File: src/rtl/rv32im_zicond_alu_defines.svh
// Assertion macros used by the ALU top level.
// Depends on nothing; included by files that carry assertions.
`ifndef RV32IM_ZICOND_ALU_DEFINES_SVH
`define RV32IM_ZICOND_ALU_DEFINES_SVH

// Implication checked on every rising edge outside reset.
`define ALU_ASSERT_IMPL(label, clk, rst_n, ante, cons, msg) \
    label: assert property (@(posedge clk) disable iff (!rst_n) (ante) |-> (cons)) \
        else $error(msg);

// Next-cycle implication checked outside reset.
`define ALU_ASSERT_NEXT(label, clk, rst_n, ante, cons, msg) \
    label: assert property (@(posedge clk) disable iff (!rst_n) (ante) |=> (cons)) \
        else $error(msg);

`endif

File: src/rtl/alu_pkg.sv
// Package for the RV32IM Zicond ALU: operation codes, widths and cell types.
// Depends on nothing.
package alu_pkg;

    localparam int XLEN = 32;
    localparam int CMD_W = 5;

    typedef enum logic [CMD_W-1:0] {
        OP_ADD = 5'd0, OP_SUB = 5'd1, OP_SLL = 5'd2, OP_SRL = 5'd3,
        OP_SRA = 5'd4, OP_SLT = 5'd5, OP_SLTU = 5'd6, OP_AND = 5'd7,
        OP_OR = 5'd8, OP_XOR = 5'd9, OP_MUL = 5'd10, OP_MULH = 5'd11,
        OP_MULHSU = 5'd12, OP_MULHU = 5'd13, OP_DIV = 5'd14, OP_REM = 5'd15,
        OP_DIVU = 5'd16, OP_REMU = 5'd17, OP_CZEQZ = 5'd18, OP_CZNEZ = 5'd19
    } t_op;

    // Payload carried from cell to cell along the divider chain.
    typedef struct packed {
        logic             valid;
        logic             is_div;     // division transaction, not a bypass one
        logic             want_rem;
        logic             neg_q;
        logic             neg_r;
        logic             special;    // result known up front
        logic [XLEN-1:0]  fixed;      // bypass or special result
        logic [XLEN-1:0]  rem;        // partial remainder
        logic [XLEN-1:0]  quo;        // dividend shifting out, quotient in
        logic [XLEN-1:0]  dvs;        // divisor magnitude
    } t_cell;

endpackage

File: src/rtl/alu_div_cell.sv
// One restoring-division cell: one quotient bit per cell, registered.
// Depends on alu_pkg.
module alu_div_cell (
    input  logic            i_clk,
    input  logic            i_rst_n,
    input  logic            i_en,
    input  alu_pkg::t_cell  i_cell,
    output alu_pkg::t_cell  o_cell
);
    alu_pkg::t_cell r_cell;
    alu_pkg::t_cell n_cell;
    logic [alu_pkg::XLEN:0] trial;
    logic [alu_pkg::XLEN:0] shifted;

    // Shift in the next dividend bit and try to subtract the divisor.
    always_comb begin
        n_cell  = i_cell;
        shifted = {i_cell.rem, i_cell.quo[alu_pkg::XLEN-1]};
        trial   = shifted - {1'b0, i_cell.dvs};
        if (i_cell.is_div) begin
            if (!trial[alu_pkg::XLEN]) begin
                n_cell.rem = trial[alu_pkg::XLEN-1:0];
                n_cell.quo = {i_cell.quo[alu_pkg::XLEN-2:0], 1'b1};
            end else begin
                n_cell.rem = shifted[alu_pkg::XLEN-1:0];
                n_cell.quo = {i_cell.quo[alu_pkg::XLEN-2:0], 1'b0};
            end
        end
    end

    always_ff @(posedge i_clk) begin
        if (!i_rst_n) begin
            r_cell.valid <= 1'b0;
        end else if (i_en) begin
            r_cell.valid <= n_cell.valid;
        end
        if (i_en) begin
            r_cell.is_div   <= n_cell.is_div;
            r_cell.want_rem <= n_cell.want_rem;
            r_cell.neg_q    <= n_cell.neg_q;
            r_cell.neg_r    <= n_cell.neg_r;
            r_cell.special  <= n_cell.special;
            r_cell.fixed    <= n_cell.fixed;
            r_cell.rem      <= n_cell.rem;
            r_cell.quo      <= n_cell.quo;
            r_cell.dvs      <= n_cell.dvs;
        end
    end

    assign o_cell = r_cell;
endmodule

File: config.mk
export PLATFORM = sky130hd
export DESIGN_NAME = alu_div_cell
export DESIGN_NICKNAME = d
export VERILOG_FILES = /design/src/rtl/rv32im_zicond_alu_defines.svh /design/src/rtl/alu_pkg.sv /design/src/rtl/alu_div_cell.sv
export SDC_FILE = /design/constraint.sdc
export NUM_CORES = 1
export LEC_CHECK = 0
export BUFFER_PORTS_ARGS = -buffer_cell sky130_fd_sc_hd__buf_2
export CAP_MARGIN = 0
export CORE_MARGIN = 2
export CORE_UTILIZATION = 37
export DETAILED_ROUTE_END_ITERATION = 6
export GPL_TIMING_DRIVEN = 0
export SLEW_MARGIN = 10
export SYNTH_ARGS = -nofsm -noshare
export SYNTH_HDL_FRONTEND = slang
export SYNTH_SLANG_ARGS = --single-unit
File: constraint.sdc
create_clock -name i_clk -period 4.05 [get_ports i_clk]
set_clock_uncertainty 0.05 [all_clocks]
set_input_delay 0.81 -clock i_clk [delete_from_list [all_inputs] [get_ports i_clk]]
set_output_delay 0.81 -clock i_clk [all_outputs]
set_load 0.02 [all_outputs]
Word-level counts from Yosys, hierarchy flattened. Cells that the tools add are included.

Add/sub/neg operators: 1. Multiplexer cells: 2.

Operators with widths (number): 64-bit two-way mux (2); 33-bit by 32-bit subtractor with 33-bit output (1).

Bits in registers: 134. Output and inout port bits: 134.

Depth between registers and ports, before layout.
Depth in word-level cells: 3. Mapped depth: 13. Depth with buffers taken out: 12.

Worst setup path before layout. No wires, ideal clock.

Path type: input-to-reg. Start: input i_cell[63] (netlist bit). End: register r_cell, in the netlist o_cell[67] (data pin). Library setup time: 272 ps. Data arrival time: 3212 ps. Setup slack: 516 ps. Stages: 13. Buffers on the path: 1. Cell sequence: inv_1 > ha_1 > fa_1 > nand2b_1 > a21oi_2 > o21ai_2 > a21o_4 > a31oi_4 > o31a_4 > xor2_4 > buf_6 > mux2i_1 > a21oi_1.

RTL lines: start, declared (RTL line alu_div_cell.sv:7) `input alu_pkg::t_cell i_cell,`; end, declared (RTL line alu_div_cell.sv:10) `alu_pkg::t_cell r_cell;`.

==> flow_summary.yaml <==
global_route:
  track_usage_pct: 19.09
  first_global_vias: 5396
  antenna_found_initial: 2
  grt_overflow: 0
  grt_max_degree: 76
  grt_pass1_wl_mm: 29.21
floorplan:
  io_pins: 271
  die_y_um: 142.2
  core_area_um2: 18710
  num_rows: 50
  die_w_um: 142.2
  dieArea_um2: 20220
  initial_core_util_pct: 37.77
pwr:
  p_clk_share_pct: 36.8
  p_total_mw: 4.204
  power_frac_seq_pct: 40.6
  p_int_mw: 2.929
  p_switching_mw: 1.275
  p_leak_nw: 4.191
  p_comb_share_pct: 22.5
  p_sw_share_pct: 30.33
  powerDensity_nw_per_um2: 450.3
  ir_worst_vdd_v: 0.0002845
final_layout:
  fillers: 1723
  seqCellArea_um2: 4014
  final_core_util_pct: 49.91
  drive_gt1_share_pct: 40.94
  multi_input_area_um2: 2806
  largest_reg_flops: 134
  area_delta_synth_final_pct: 32.12
  finish.net_count: 1029
logic_synthesis:
  synth_cell_types: 61
  synth_flop_cell: "edfxtp_1"
  ys_ff_latch: 134
  avgSynthCellArea_um2: 12.42
  postSynthCellCount: 569
  synth_nets: 739
  synth_top_area_cell: "edfxtp_1"
  syn-cell-area_um2: 7066
  netlist.area_leader.share_pct: 56.53
  yosys-top-cells-area: "edfxtp_1 57%, ha_1 5.7%, mux2_2 4.9%"
  ys_async_sr_fraction_pct: 0
  synth_enable_flop_cells: 133
  yosysWarnings: 0
  yosysSeqAreaShare_pct: 56.81
place:
  dpl.hpwl_mm: 15.07
  place.gp.congestion: 0.8374
  portBuffers: 270
sta:
  max_slew_margin_pct: 53.24
  clock.fmax_mhz: 268.0
  setup_viol: 0
  hold_slack_ps: 469.9
  rsz0062_at_grt: "no"
  drv_slew: 0
  tightest_slew_ps: 701.4
  hold_violations: 0
  period_minus_slack_ps: 3732
  finalCritPeriodShare_pct: 92.14
worst_setup_path:
  cp_data_arrival_time_ps: 3820
  r2r_setup_slack_ps: 3410
  crit_path_start: "i_cell[63]"
  cp_max_fo: 10
  start_kind: "input pin"
  r2r_start: "o_cell[133]$_SDFFE_PN0P_"
  crit_type: "in -> reg"
  end_kind: "flop"
  crit_required_ps: 4140
detailed_routing:
  top_layer: "met5"
  drc: 0
  vias: 5495
  viasPerCell: 4.964
  drt-initial-drc-count: 310
  antenna_left: 0
  route.met3.wl_mm: 1.262
  drt-wirelength-per-cell_um: 17.80
  wl_met2_mm: 9.733
  drt-total-wl_mm: 19.70
  met1_length_mm: 8.422
  dr.pass1.iters: 5
clock_tree:
  cts_hold_buf: 0
  insertion_delay_ps: 420
  clk_pin_slew_worst_paths_ps: 70
  cts_tree: "built"
  clock_path_buffers: 2
  cts_buffers: 17
  htree_levels: 4
  cts-root-buf: "clkbuf_16"
  post_cts_buffers: 0
  ctsResizeCount: 0
  cts_num_sinks: 134
outcome:
  status: "finished, final reports clean"
flow_run:
  drv_cap: 0
min_path:
  hp-class: "reg -> reg"
  min_from: "o_cell[133]$_SDFFE_PN0P_"
-- critical path, stage by stage --
cell and delay, ps:
buf_2 70, inv_1 60, ha_1 210, fa_1 400, nand2b_1 200, a21oi_2 260, o21ai_2 120, a21o_4 230
a31oi_4 210, o31a_4 200, xor2_4 410, buf_6 260, mux2i_1 270, a21oi_1 90
-- kinds of logic (layout without fill, tap and decap cells) --
logic type	after synthesis	after routing	share of synthesized area (%)
multiplexers	58	58	8.978
other	0	1	0
AO/OA/AOI/OAI	140	140	13.26
flip-flops	134	134	56.81
AND/OR/NAND/NOR	116	116	7.544
adder cells (fa/ha/maj)	33	33	5.950
XOR/XNOR	30	30	3.984
buffers and inverters	58	361	3.471
-- synthesized netlist by cell type, types with 4 or more instances --
| library cell | instances |
|---|---|
| o21ai_1 | 7 |
| nor2b_1 | 5 |
| buf_2 | 4 |
| nand4_1 | 4 |
| o21ai_0 | 16 |
| mux2_2 | 31 |
| xor2_1 | 11 |
| clkbuf_1 | 11 |
| mux2i_1 | 24 |
| a21o_1 | 22 |
| a31oi_1 | 4 |
| xnor2_1 | 18 |
| nand2_1 | 30 |
| ha_1 | 32 |
| a21oi_2 | 4 |
| edfxtp_1 | 133 |
| and3_1 | 5 |
| nor3_1 | 5 |
| inv_1 | 38 |
| a21oi_1 | 49 |
| nor2_1 | 48 |
| o211ai_1 | 5 |
| or3_1 | 4 |
-- stage by stage --
| stage | TNS (ps) | setup WS, ps | std cells | cell area [µm²] |
|---|---|---|---|---|
| finish | 0 | 318.2 | 1107 | 9335 |
| global route | 0 | 162.9 | 1106 | 9333 |
| CTS | 0 | 310.2 | 1106 | 9333 |
| detailed placement | -769.2 | -126.8 | 1074 | 8743 |
| global placement | -1134 | -142.9 | 1073 | 8710 |
| floorplan | 0 | 515.5 | 569 | 7066 |
-- power groups by stage --
stage / registers, mW / logic [mW] / clock network (mW)
global placement: 1.74 / 0.946 / 0
global route: 1.72 / 1.03 / 1.63
finish: 1.71 / 0.947 / 1.55
floorplan: 1.92 / 0.433 / 0
detailed placement: 1.74 / 0.953 / 0
CTS: 1.71 / 0.957 / 1.59
-- layout make-up --
type | instances | share of cell area [%]
Sequential cell | 134 | 43.00
Multi-Input combinational cell | 377 | 30.06
Timing Repair Buffer | 271 | 14.84
Clock buffer | 17 | 4.557
Tap cell | 234 | 3.136
Clock inverter | 15 | 1.756
Inverter | 39 | 1.568
Buffer | 19 | 1.059
Antenna cell | 1 | 0.02681
-- layout by cell type, fill, tap and decap left out, types with 3 or more instances in the layout --
cell	count
nand2b_1	3
o21ai_1	7
edfxtp_1	133
mux2_2	31
a21oi_2	4
a211oi_1	3
nand4_1	4
a2bb2oi_1	3
o211ai_1	5
and3_1	5
nor2_1	48
ha_1	32
clkbuf_16	17
or3_1	4
a21o_1	22
xnor2_1	18
a21oi_1	49
a31oi_1	4
xor2_1	11
clkinv_4	4
nand3_1	3
mux2_4	3
nand2_1	30
nor2b_1	5
inv_8	4
o21ai_0	16
clkbuf_1	11
buf_6	4
o21a_1	3
nor3_1	5
buf_2	273
inv_1	38
inv_6	3
mux2i_1	24
-- layer usage --
metal  vias to the layer above  GRT usage (%)
li1                       2717              -
met1                      2575          23.46
met2                       182          33.23
met3                        19          4.744
met4                         2          5.632
met5                         -              0
-- worst paths after layout --
| path | to | depth (start not counted) |
|---|---|---|
| max | o_cell[92]$_DFFE_PP_ | 14 |
| min reg2reg | o_cell[133]$_SDFFE_PN0P_ | 2 |
| min | o_cell[133]$_SDFFE_PN0P_ | 2 |
| max reg2reg | o_cell[133]$_SDFFE_PN0P_ | 2 |
No activity file was read; power rests on OpenSTA's default activity.
