### src/rtl/rv32im_zicond_alu_defines.svh
// Assertion macros used by the ALU top level.
// Depends on nothing; included by files that carry assertions.
`ifndef RV32IM_ZICOND_ALU_DEFINES_SVH
`define RV32IM_ZICOND_ALU_DEFINES_SVH

// Implication checked on every rising edge outside reset.
`define ALU_ASSERT_IMPL(label, clk, rst_n, ante, cons, msg) \
    label: assert property (@(posedge clk) disable iff (!rst_n) (ante) |-> (cons)) \
        else $error(msg);

// Next-cycle implication checked outside reset.
`define ALU_ASSERT_NEXT(label, clk, rst_n, ante, cons, msg) \
    label: assert property (@(posedge clk) disable iff (!rst_n) (ante) |=> (cons)) \
        else $error(msg);

`endif

### src/rtl/alu_pkg.sv
// Package for the RV32IM Zicond ALU: operation codes, widths and cell types.
// Depends on nothing.
package alu_pkg;

    localparam int XLEN = 32;
    localparam int CMD_W = 5;

    typedef enum logic [CMD_W-1:0] {
        OP_ADD = 5'd0, OP_SUB = 5'd1, OP_SLL = 5'd2, OP_SRL = 5'd3,
        OP_SRA = 5'd4, OP_SLT = 5'd5, OP_SLTU = 5'd6, OP_AND = 5'd7,
        OP_OR = 5'd8, OP_XOR = 5'd9, OP_MUL = 5'd10, OP_MULH = 5'd11,
        OP_MULHSU = 5'd12, OP_MULHU = 5'd13, OP_DIV = 5'd14, OP_REM = 5'd15,
        OP_DIVU = 5'd16, OP_REMU = 5'd17, OP_CZEQZ = 5'd18, OP_CZNEZ = 5'd19
    } t_op;

    // Payload carried from cell to cell along the divider chain.
    typedef struct packed {
        logic             valid;
        logic             is_div;     // division transaction, not a bypass one
        logic             want_rem;
        logic             neg_q;
        logic             neg_r;
        logic             special;    // result known up front
        logic [XLEN-1:0]  fixed;      // bypass or special result
        logic [XLEN-1:0]  rem;        // partial remainder
        logic [XLEN-1:0]  quo;        // dividend shifting out, quotient in
        logic [XLEN-1:0]  dvs;        // divisor magnitude
    } t_cell;

endpackage

### src/rtl/alu_front.sv
// Front stage: decodes the command, computes the bypass results, including products, and
// prepares division operands. Depends on alu_pkg.
module alu_front (
    input  logic                        i_clk,
    input  logic                        i_rst_n,
    input  logic                        i_en,
    input  logic                        i_valid,
    input  logic [alu_pkg::CMD_W-1:0]   i_command,
    input  logic [alu_pkg::XLEN-1:0]    i_a,
    input  logic [alu_pkg::XLEN-1:0]    i_b,
    output alu_pkg::t_cell              o_cell
);
    localparam int X = alu_pkg::XLEN;

    alu_pkg::t_cell r_cell;
    alu_pkg::t_cell n_cell;
    logic [X-1:0]   r_mul_lo;
    logic [X-1:0]   n_mul_lo;
    logic [X-1:0]   r_mul_hi;
    logic [X-1:0]   n_mul_hi;
    logic           r_sel_mul;
    logic           n_sel_mul;
    logic           r_sel_hi;
    logic           n_sel_hi;
    logic [4:0]     sh;
    logic [2*X-1:0] prod;
    logic [X:0]     ma;
    logic [X:0]     mb;
    logic [X-1:0]   mag_a;
    logic [X-1:0]   mag_b;
    logic           sgn_a;
    logic           sgn_b;
    logic           b_zero;
    logic           signed_div;

    // Multiplier with a 33x33 signed product so every high variant fits.
    always_comb begin
        ma = {1'b0, i_a};
        mb = {1'b0, i_b};
        if (i_command == alu_pkg::OP_MULH || i_command == alu_pkg::OP_MULHSU) begin
            ma = {i_a[X-1], i_a};
        end
        if (i_command == alu_pkg::OP_MULH) begin
            mb = {i_b[X-1], i_b};
        end
    end
    assign prod = (2*X)'($signed(ma) * $signed(mb));

    // Bypass results, product selection and division preparation.
    always_comb begin
        sh         = i_b[4:0];
        b_zero     = (i_b == '0);
        signed_div = (i_command == alu_pkg::OP_DIV) || (i_command == alu_pkg::OP_REM);
        sgn_a      = signed_div && i_a[X-1];
        sgn_b      = signed_div && i_b[X-1];
        mag_a      = sgn_a ? (X'(0) - i_a) : i_a;
        mag_b      = sgn_b ? (X'(0) - i_b) : i_b;
        n_sel_mul  = 1'b0;
        n_sel_hi   = 1'b0;
        n_mul_lo   = prod[X-1:0];
        n_mul_hi   = prod[2*X-1:X];

        n_cell          = '0;
        n_cell.valid    = i_valid;
        n_cell.quo      = mag_a;
        n_cell.dvs      = mag_b;
        n_cell.want_rem = (i_command == alu_pkg::OP_REM) || (i_command == alu_pkg::OP_REMU);
        n_cell.neg_q    = sgn_a ^ sgn_b;
        n_cell.neg_r    = sgn_a;

        unique case (i_command) inside
            alu_pkg::OP_ADD:   n_cell.fixed = i_a + i_b;
            alu_pkg::OP_SUB:   n_cell.fixed = i_a - i_b;
            alu_pkg::OP_SLL:   n_cell.fixed = i_a << sh;
            alu_pkg::OP_SRL:   n_cell.fixed = i_a >> sh;
            alu_pkg::OP_SRA:   n_cell.fixed = X'($signed(i_a) >>> sh);
            alu_pkg::OP_SLT:   n_cell.fixed = X'($signed(i_a) < $signed(i_b));
            alu_pkg::OP_SLTU:  n_cell.fixed = X'(i_a < i_b);
            alu_pkg::OP_AND:   n_cell.fixed = i_a & i_b;
            alu_pkg::OP_OR:    n_cell.fixed = i_a | i_b;
            alu_pkg::OP_XOR:   n_cell.fixed = i_a ^ i_b;
            alu_pkg::OP_MUL:   n_sel_mul = 1'b1;
            alu_pkg::OP_MULH, alu_pkg::OP_MULHSU, alu_pkg::OP_MULHU: begin
                n_sel_mul = 1'b1;
                n_sel_hi  = 1'b1;
            end
            alu_pkg::OP_DIV, alu_pkg::OP_DIVU: begin
                n_cell.is_div = 1'b1;
                if (b_zero) begin
                    n_cell.special = 1'b1;
                    n_cell.fixed   = '1;
                end else if (signed_div && i_a == {1'b1, {(X-1){1'b0}}} && i_b == '1) begin
                    n_cell.special = 1'b1;
                    n_cell.fixed   = i_a;
                end
            end
            alu_pkg::OP_REM, alu_pkg::OP_REMU: begin
                n_cell.is_div = 1'b1;
                if (b_zero) begin
                    n_cell.special = 1'b1;
                    n_cell.fixed   = i_a;
                end else if (signed_div && i_a == {1'b1, {(X-1){1'b0}}} && i_b == '1) begin
                    n_cell.special = 1'b1;
                    n_cell.fixed   = '0;
                end
            end
            alu_pkg::OP_CZEQZ: n_cell.fixed = b_zero ? '0 : i_a;
            alu_pkg::OP_CZNEZ: n_cell.fixed = b_zero ? i_a : '0;
            default:           n_cell.fixed = '0;
        endcase
    end

    always_ff @(posedge i_clk) begin
        if (!i_rst_n) begin
            r_cell.valid <= 1'b0;
        end else if (i_en) begin
            r_cell.valid <= n_cell.valid;
        end
        if (i_en) begin
            r_cell.is_div   <= n_cell.is_div;
            r_cell.want_rem <= n_cell.want_rem;
            r_cell.neg_q    <= n_cell.neg_q;
            r_cell.neg_r    <= n_cell.neg_r;
            r_cell.special  <= n_cell.special;
            r_cell.fixed    <= n_cell.fixed;
            r_cell.rem      <= n_cell.rem;
            r_cell.quo      <= n_cell.quo;
            r_cell.dvs      <= n_cell.dvs;
            r_mul_lo        <= n_mul_lo;
            r_mul_hi        <= n_mul_hi;
            r_sel_mul       <= n_sel_mul;
            r_sel_hi        <= n_sel_hi;
        end
    end

    // The product joins the chain's bypass result after its register.
    always_comb begin
        o_cell = r_cell;
        if (r_sel_mul) begin
            o_cell.fixed = r_sel_hi ? r_mul_hi : r_mul_lo;
        end
    end
endmodule

### config.mk
export PLATFORM = sky130hd
export DESIGN_NAME = alu_front
export DESIGN_NICKNAME = d
export VERILOG_FILES = /design/src/rtl/rv32im_zicond_alu_defines.svh /design/src/rtl/alu_pkg.sv /design/src/rtl/alu_front.sv
export SDC_FILE = /design/constraint.sdc
export NUM_CORES = 2
export LEC_CHECK = 0
export BUFFER_PORTS_ARGS = -buffer_cell sky130_fd_sc_hd__buf_2
export CORE_ASPECT_RATIO = 1.1
export CORE_UTILIZATION = 35
export DETAILED_ROUTE_END_ITERATION = 6
export GPL_ROUTABILITY_DRIVEN = 0
export SLEW_MARGIN = 20
export SYNTH_ARGS = -nofsm -noshare
export SYNTH_HDL_FRONTEND = slang
export SYNTH_SLANG_ARGS = --single-unit
### constraint.sdc
create_clock -name i_clk -period 15.1 [get_ports i_clk]
set_input_delay 0.755 -clock i_clk [delete_from_list [all_inputs] [get_ports i_clk]]
set_output_delay 0.755 -clock i_clk [all_outputs]
set_load 0.02 [all_outputs]
# Yosys cells after proc, flatten, opt, wreduce, memory -nomap -nowiden
# Index checks and enable logic that the tools add are counted.
[classes]
n_addsub = 4
multipliers = 1
n_div = 0
n_lt_le_gt_ge = 2
eq_ne = 21
n_shift = 3
n_mux = 17
n_bitwise = 4
reduce_logical = 14
[ops]
columns = ["operator", "n"]
rows = [
  ["32-bit one-hot mux with 14 select lines", 1],
  ["33-bit 2-to-1 mux", 6],
  ["32-bit 2-to-1 mux", 6],
  ["32-bit == test, second input constant", 2],
  ["32-bit less-than comparator", 2],
  ["33-bit by 33-bit multiplier with 64-bit output", 1],
  ["1-bit by 32-bit subtractor with 32-bit output, first input constant", 2],
  ["5-bit by 4-bit == test with 1-bit output, second input constant", 8],
  ["32-bit adder", 1],
  ["32-bit AND", 1],
  ["32-bit logical NOT", 1],
  ["32-bit bitwise OR", 1],
  ["32-bit by 5-bit left shift with 32-bit output", 1],
  ["32-bit by 5-bit >> shifter with 32-bit output", 1],
  ["32-bit by 5-bit >>> shifter with 32-bit output", 1],
  ["32-bit subtractor", 1],
  ["32-bit bitwise XOR", 1],
  ["5-bit by 3-bit == test with 1-bit output, second input constant", 4],
  ["5-bit == test, second input constant", 4],
  ["5-bit by 2-bit == test with 1-bit output, second input constant", 2],
  ["4-bit OR reduction", 2],
  ["5-bit by 1-bit == test with 1-bit output, second input constant", 1],
  ["5-bit logical NOT", 1],
  ["1-bit logical AND", 4],
  ["other kinds (6)", 11],
]
[totals]
regBits = 168
latchBits = 0
mem_bits_rw = 0
rom_bits = 0
in_bits = 73
output_inout_bits = 134
word_cells = 79
memories = 0

# Depth between registers and ports, before layout
[logic_depth]
word_depth = 7
ltp_mapped = 34
depth_no_buf = 31

# Least setup slack after synthesis
# OpenSTA, ideal clock, no wires.
[synth_timing]
kind = "input-to-reg"
from = "input i_command[1] (netlist name)"
to = "register r_mul_hi[29], data pin"
setup_time_ns = 0.261
arrival_time_ns = 9.053
required_ns = 14.839
setup_slack_ns = 5.786
stages = 26
n_path_buf = 2
cell_sequence = "clkbuf_1 > nand2_1 > nor2_1 > a21oi_1 > nor3_1 > clkbuf_1 > nand2_1 > fa_1 > inv_1 > fa_1 > fa_1 > fa_1 > inv_1 > fa_1 > fa_1 > fa_1 > fa_1 > inv_1 > ha_1 > nand4_1 > o221ai_1 > a22o_1 > a31oi_1 > a31oi_1 > nor4_1 > a311o_1"
[synth_between]
elab_chain_len = 4
word_cells_on_any_way = 6
cone_classes = "mul: 1; eq/ne: 2; mux: 2; reduce/logical: 1"
[synth_rtl]
columns = ["element", "line", "rtl"]
rows = [
  ["start, declared", "alu_front.sv:8", "input logic [alu_pkg::CMD_W-1:0] i_command,"],
  ["5-bit by 4-bit == test with 1-bit output, on equally long branches", "alu_front.sv:40, alu_front.sv:43", ""],
  ["1-bit logical OR", "alu_front.sv:40", "if (i_command == alu_pkg::OP_MULH || i_command == alu_pkg::OP_MULHSU) begin"],
  ["33-bit 2-to-1 mux", "alu_front.sv:40", ""],
  ["33-bit by 33-bit multiplier with 64-bit output (*)", "alu_front.sv:47", "assign prod = (2*X)'($signed(ma) * $signed(mb));"],
  ["named net prod[61]", "alu_front.sv:26", "logic [2*X-1:0] prod;"],
  ["end signal, assigned", "alu_front.sv:130", "r_mul_hi <= n_mul_hi;"],
  ["end, declared", "alu_front.sv:19", "logic [X-1:0] r_mul_hi;"],
]
# Mark *: on every way through the listed nets, which the timed path passes. The rest lies on a longest branch.
# A chain may end at the register's enable or synchronous reset.

# Worst setup path after layout
[layout_timing]
from = "input i_a[16] (netlist name)"
to = "register r_mul_hi[29], data pin"
[layout_between]
elab_chain_len = 2
[layout_rtl]
columns = ["element", "line", "rtl"]
rows = [
  ["start, declared", "alu_front.sv:9", "input logic [alu_pkg::XLEN-1:0] i_a,"],
  ["33-bit 2-to-1 mux", "alu_front.sv:40", ""],
  ["33-bit by 33-bit multiplier with 64-bit output", "alu_front.sv:47", ""],
  ["named net prod[61]", "alu_front.sv:26", ""],
]
# The timed path passes the listed nets, and every way through them passes these cells.

==> reports/metrics.sh <==
DRC=5
FIN_WORST_SKEW_NS=0
COREAREA_SQ_UM=152000
SYNTH-EDFF-COUNT=167
CTS.REPAIR_TIMING.SETUP_BUFFER_COUNT=0
SYNTHARSTFLOPSHARE_PCT=0
YOSYS.AREA.TOP_TYPE='fa_1'
CTS-ROOT-TO-SINK-BUFFERS=2
NUMBER_OF_PINS_WITH_NEGATIVE_MAX_SLEW_SLACK_IN_THE_FINAL_REPORT=0
YOSYS_MOST_USED_DFF='edfxtp_1'
GRT_MAX_DEGREE=78
FINAL_NETS=7499
POST_CTS_HOLD_BUFFER_COUNT=0
SYNTH_TOP_AREA_SHARE_PCT=42.1
FIRST_PASS_ITERS=7
CTS-ROOT-BUF='clkbuf_16'
FMAX_GHz=0.103
GRT_SETUP_UNREPAIRED='no'
I_O_BUFFERS=174
REPORT.FINAL.SETUP_VIOL=0
R2R_SETUP_SLACK_NS=14.51
DETAIL_ROUTE.WIRELENGTH_MM=219
CLOCK_SINKS=168
CP-START-KIND='primary input'
ROUTED_WIRE_LENGTH_PER_INSTANCE_MICRONS=27.5
CTSHTREEMAXLEVEL=4
SYN-INSTANCE-COUNT=6101
GRT_PASS1_VIAS=47300
FINISH.INSTANCE_AREA_SQ_UM=56500
CLKLATENCYLATEPIN_NS=0.55
WIRE_LENGTH_OF_THE_FIRST_GLOBAL_ROUTING_PASS_MM=320
TRITONCTS_CLOCK_TREE='built'
FLOW.AREA_GROWTH_FROM_SYNTHESIS_PCT=5.38
GRT_USAGE_PCT=28.8
CP-STARTPOINT='i_a[16]'
POST_DRT_VIA_CELL_RATIO=5.71
NUM_IO_PINS=207
POSTSYNTHREGISTERBITS=168
FRACTION_OF_FINAL_LAYOUT_CELLS_SIZED_BEYOND_DRIVE_STRENGTH_1_PCT=7.22
ANTENNA_VIOLATIONS_BEFORE_REPAIR=12
MIN-DELAY-PATH-CLASS='in -> reg'
CLOCK_PIN_SLEW_ON_THE_WORST_SETUP_AND_HOLD_PATHS_NS=0.08
DIE_X_MICRONS=375
INITIAL_UTILIZATION_PCT=35.3
TIMING.CRITICAL_PATH.TO_TYPE='flip-flop'
SYNTH_AREA_PER_CELL_SQ_UM=8.79
WORST-R2R-CELL-COUNT=2
FINALSETUPTNS_NS=0
VIOLATIONS='DRC'
FLOORPLAN.DIE.HEIGHT_MICRONS=413
REG2REG_FROM='o_cell[133]'
TIMING.RR.END='o_cell[133]'
FINAL_CELL_MIX='1,254 x inv_1, 1,127 x fa_1, 830 x nand2_1'
SLEW_HEADROOM_PCT=9.43
NUMCTSBUFFERS=17
HPWL_MM=164
DRTANTENNAVIOLNETS=0
WORSTHOLDPATHCELLS=2
CRIT_REQUIRED_NS=15.41
WORST-SLEW-PIN-TRANSITION_NS=1.35
SYNTH_AREA_SQ_UM=53600
WHS_ENDPOINT='o_cell[133]'
GRT.OVERFLOW.TOTAL=0
FINAL_HOLD_VIOL_COUNT=0
NUM_VIAS=45600
CP.ARRIVAL_NS=10.05
MAX_CAP_VIOL_COUNT=0
DETAILED_PLACE.AREA_SQ_UM=55900
UNIQUE_CELL_TYPE_COUNT_IN_THE_YOSYS_NETLIST=96
CRITICAL_PATH_PEAK_FANOUT=23
YOSYSWARNINGS=0
FP-ROW-COUNT=150
SHARE_OF_SYNTHESIZED_AREA_OCCUPIED_BY_FLIP_FLOPS_AND_LATCHES_PCT=9.39
LAYOUT_MIN_CYCLE_TIME_NS=9.74
NETLIST_TOP_CELLS_AREA='fa_1 42%, edfxtp_1 9.4%, inv_1 8.8%'
DIE_AREA_SQ_UM=155000
RUN_STATUS='finished, violations left'
MIN_FROM='i_rst_n'
CTS_RESIZED=0
SETUP.WORST_PATH.CLASS='in -> reg'
DETAIL_ROUTE.ITER0.VIOLATIONS=5752
POST-ROUTE-PERIOD-UTIL_PCT=64.5
MOSTFREQUENTLAYOUTCELL='inv_1'
## final cells by class
cell class | count | area, sq um
fillers | 15500 | 95500
multi-input cells | 4224 | 41800
flip-flops and latches | 168 | 5030
inverters | 1279 | 4800
well taps | 1976 | 2470
repair buffers | 297 | 1810
clock buffers | 18 | 429
clock inverters | 13 | 165
diodes | 8 | 20.0
## per-stage QoR
stage	utilization [%]	std cells	hold WS [ns]	setup WS, ns
floorplan	-	6132	0.484	5.79
global placement	36.8	7944	0.495	4.81
detailed placement	36.8	7944	0.511	5.03
CTS	37.2	7975	0.394	5.60
global route	37.2	7976	0.436	5.12
finish	37.2	7983	0.414	5.36
## layer usage
| layer | wire [microns] | share of wire (%) | GRT usage, % |
|---|---|---|---|
| met5 | 212 | 0.097 | 0.711 |
| met4 | 20500 | 9.4 | 22.2 |
| met3 | 30000 | 14 | 10.6 |
| met2 | 93100 | 42 | 43.1 |
| met1 | 75500 | 34 | 33.4 |
## synth_stat cells (12+ instances only)
| library cell | number |
|---|---|
| mux2i_1 | 96 |
| or3_1 | 15 |
| o21a_1 | 12 |
| nor2b_1 | 15 |
| clkbuf_1 | 222 |
| ha_1 | 312 |
| a31oi_1 | 27 |
| o211ai_1 | 22 |
| fa_1 | 1127 |
| edfxtp_1 | 167 |
| nand2_1 | 830 |
| a211o_1 | 12 |
| clkinv_1 | 15 |
| xnor2_1 | 116 |
| a2111oi_0 | 13 |
| a22oi_1 | 22 |
| xor2_1 | 21 |
| a21oi_1 | 217 |
| o21bai_1 | 30 |
| buf_2 | 20 |
| nor3_1 | 43 |
| nor4_1 | 28 |
| a211oi_1 | 25 |
| a221oi_1 | 29 |
| nand4_1 | 19 |
| nand3_1 | 47 |
| a21o_1 | 45 |
| o21ai_0 | 139 |
| o22ai_1 | 17 |
| o31ai_1 | 24 |
| buf_1 | 112 |
| nand2b_1 | 17 |
| a221o_1 | 14 |
| mux4_2 | 35 |
| nor2_1 | 646 |
| and3_1 | 14 |
| o221ai_1 | 15 |
| inv_1 | 1256 |
| buf_4 | 105 |
## state kept, by name, indices dropped and copies added, names as in the netlist
signal     count
o_cell        70
r_cell        32
r_mul_hi      32
r_mul_lo      32
r_sel_hi       1
r_sel_mul      1
## how the worst max path moves through the flow
stage / slack, ns / cells after the start / endpoint
global placement: 4.81 / 25 / r_mul_hi[29]
detailed placement: 5.03 / 24 / r_mul_hi[29]
finish: 5.36 / 28 / r_mul_hi[29]
CTS: 5.60 / 24 / r_mul_hi[29]
global route: 5.12 / 24 / r_mul_hi[29]
floorplan: 5.79 / 26 / r_mul_hi[29]
## cells by family (layout without fill, tap and decap cells)
group                    Yosys count  in the layout  share of synthesized area [%]
buffers and inverters           1740           1607                           13.0
XOR/XNOR                         137            137                           2.24
AO/OA/AOI/OAI                    748            748                           9.31
flip-flops                       168            168                           9.39
AND/OR/NAND/NOR                 1730           1730                           13.3
other                              1             40                        0.00699
multiplexers                     138            138                           3.41
adder cells (fa/ha/maj)         1439           1439                           49.4
## worst max-delay path, stage by stage
cell,delay [ns]
buf_2,0.10
buf_4,0.27
buf_4,0.29
inv_1,0.79
nor2_1,0.16
fa_1,0.72
fa_1,0.48
fa_1,0.55
inv_1,0.05
fa_1,0.51
inv_1,0.06
fa_1,0.53
inv_1,0.05
fa_1,0.38
fa_1,0.51
inv_1,0.05
fa_1,0.44
ha_1,0.80
and4_1,0.34
and3_1,0.24
nor4b_1,0.26
a22oi_1,0.13
nand3_1,0.22
o32a_1,0.35
a31oi_1,0.25
a31oi_1,0.33
nor4_1,0.09
a311o_1,0.32
Power is left out: the tool's default activity adds up to more than one toggle a clock period on the data nets, which glitch-free logic cannot reach.
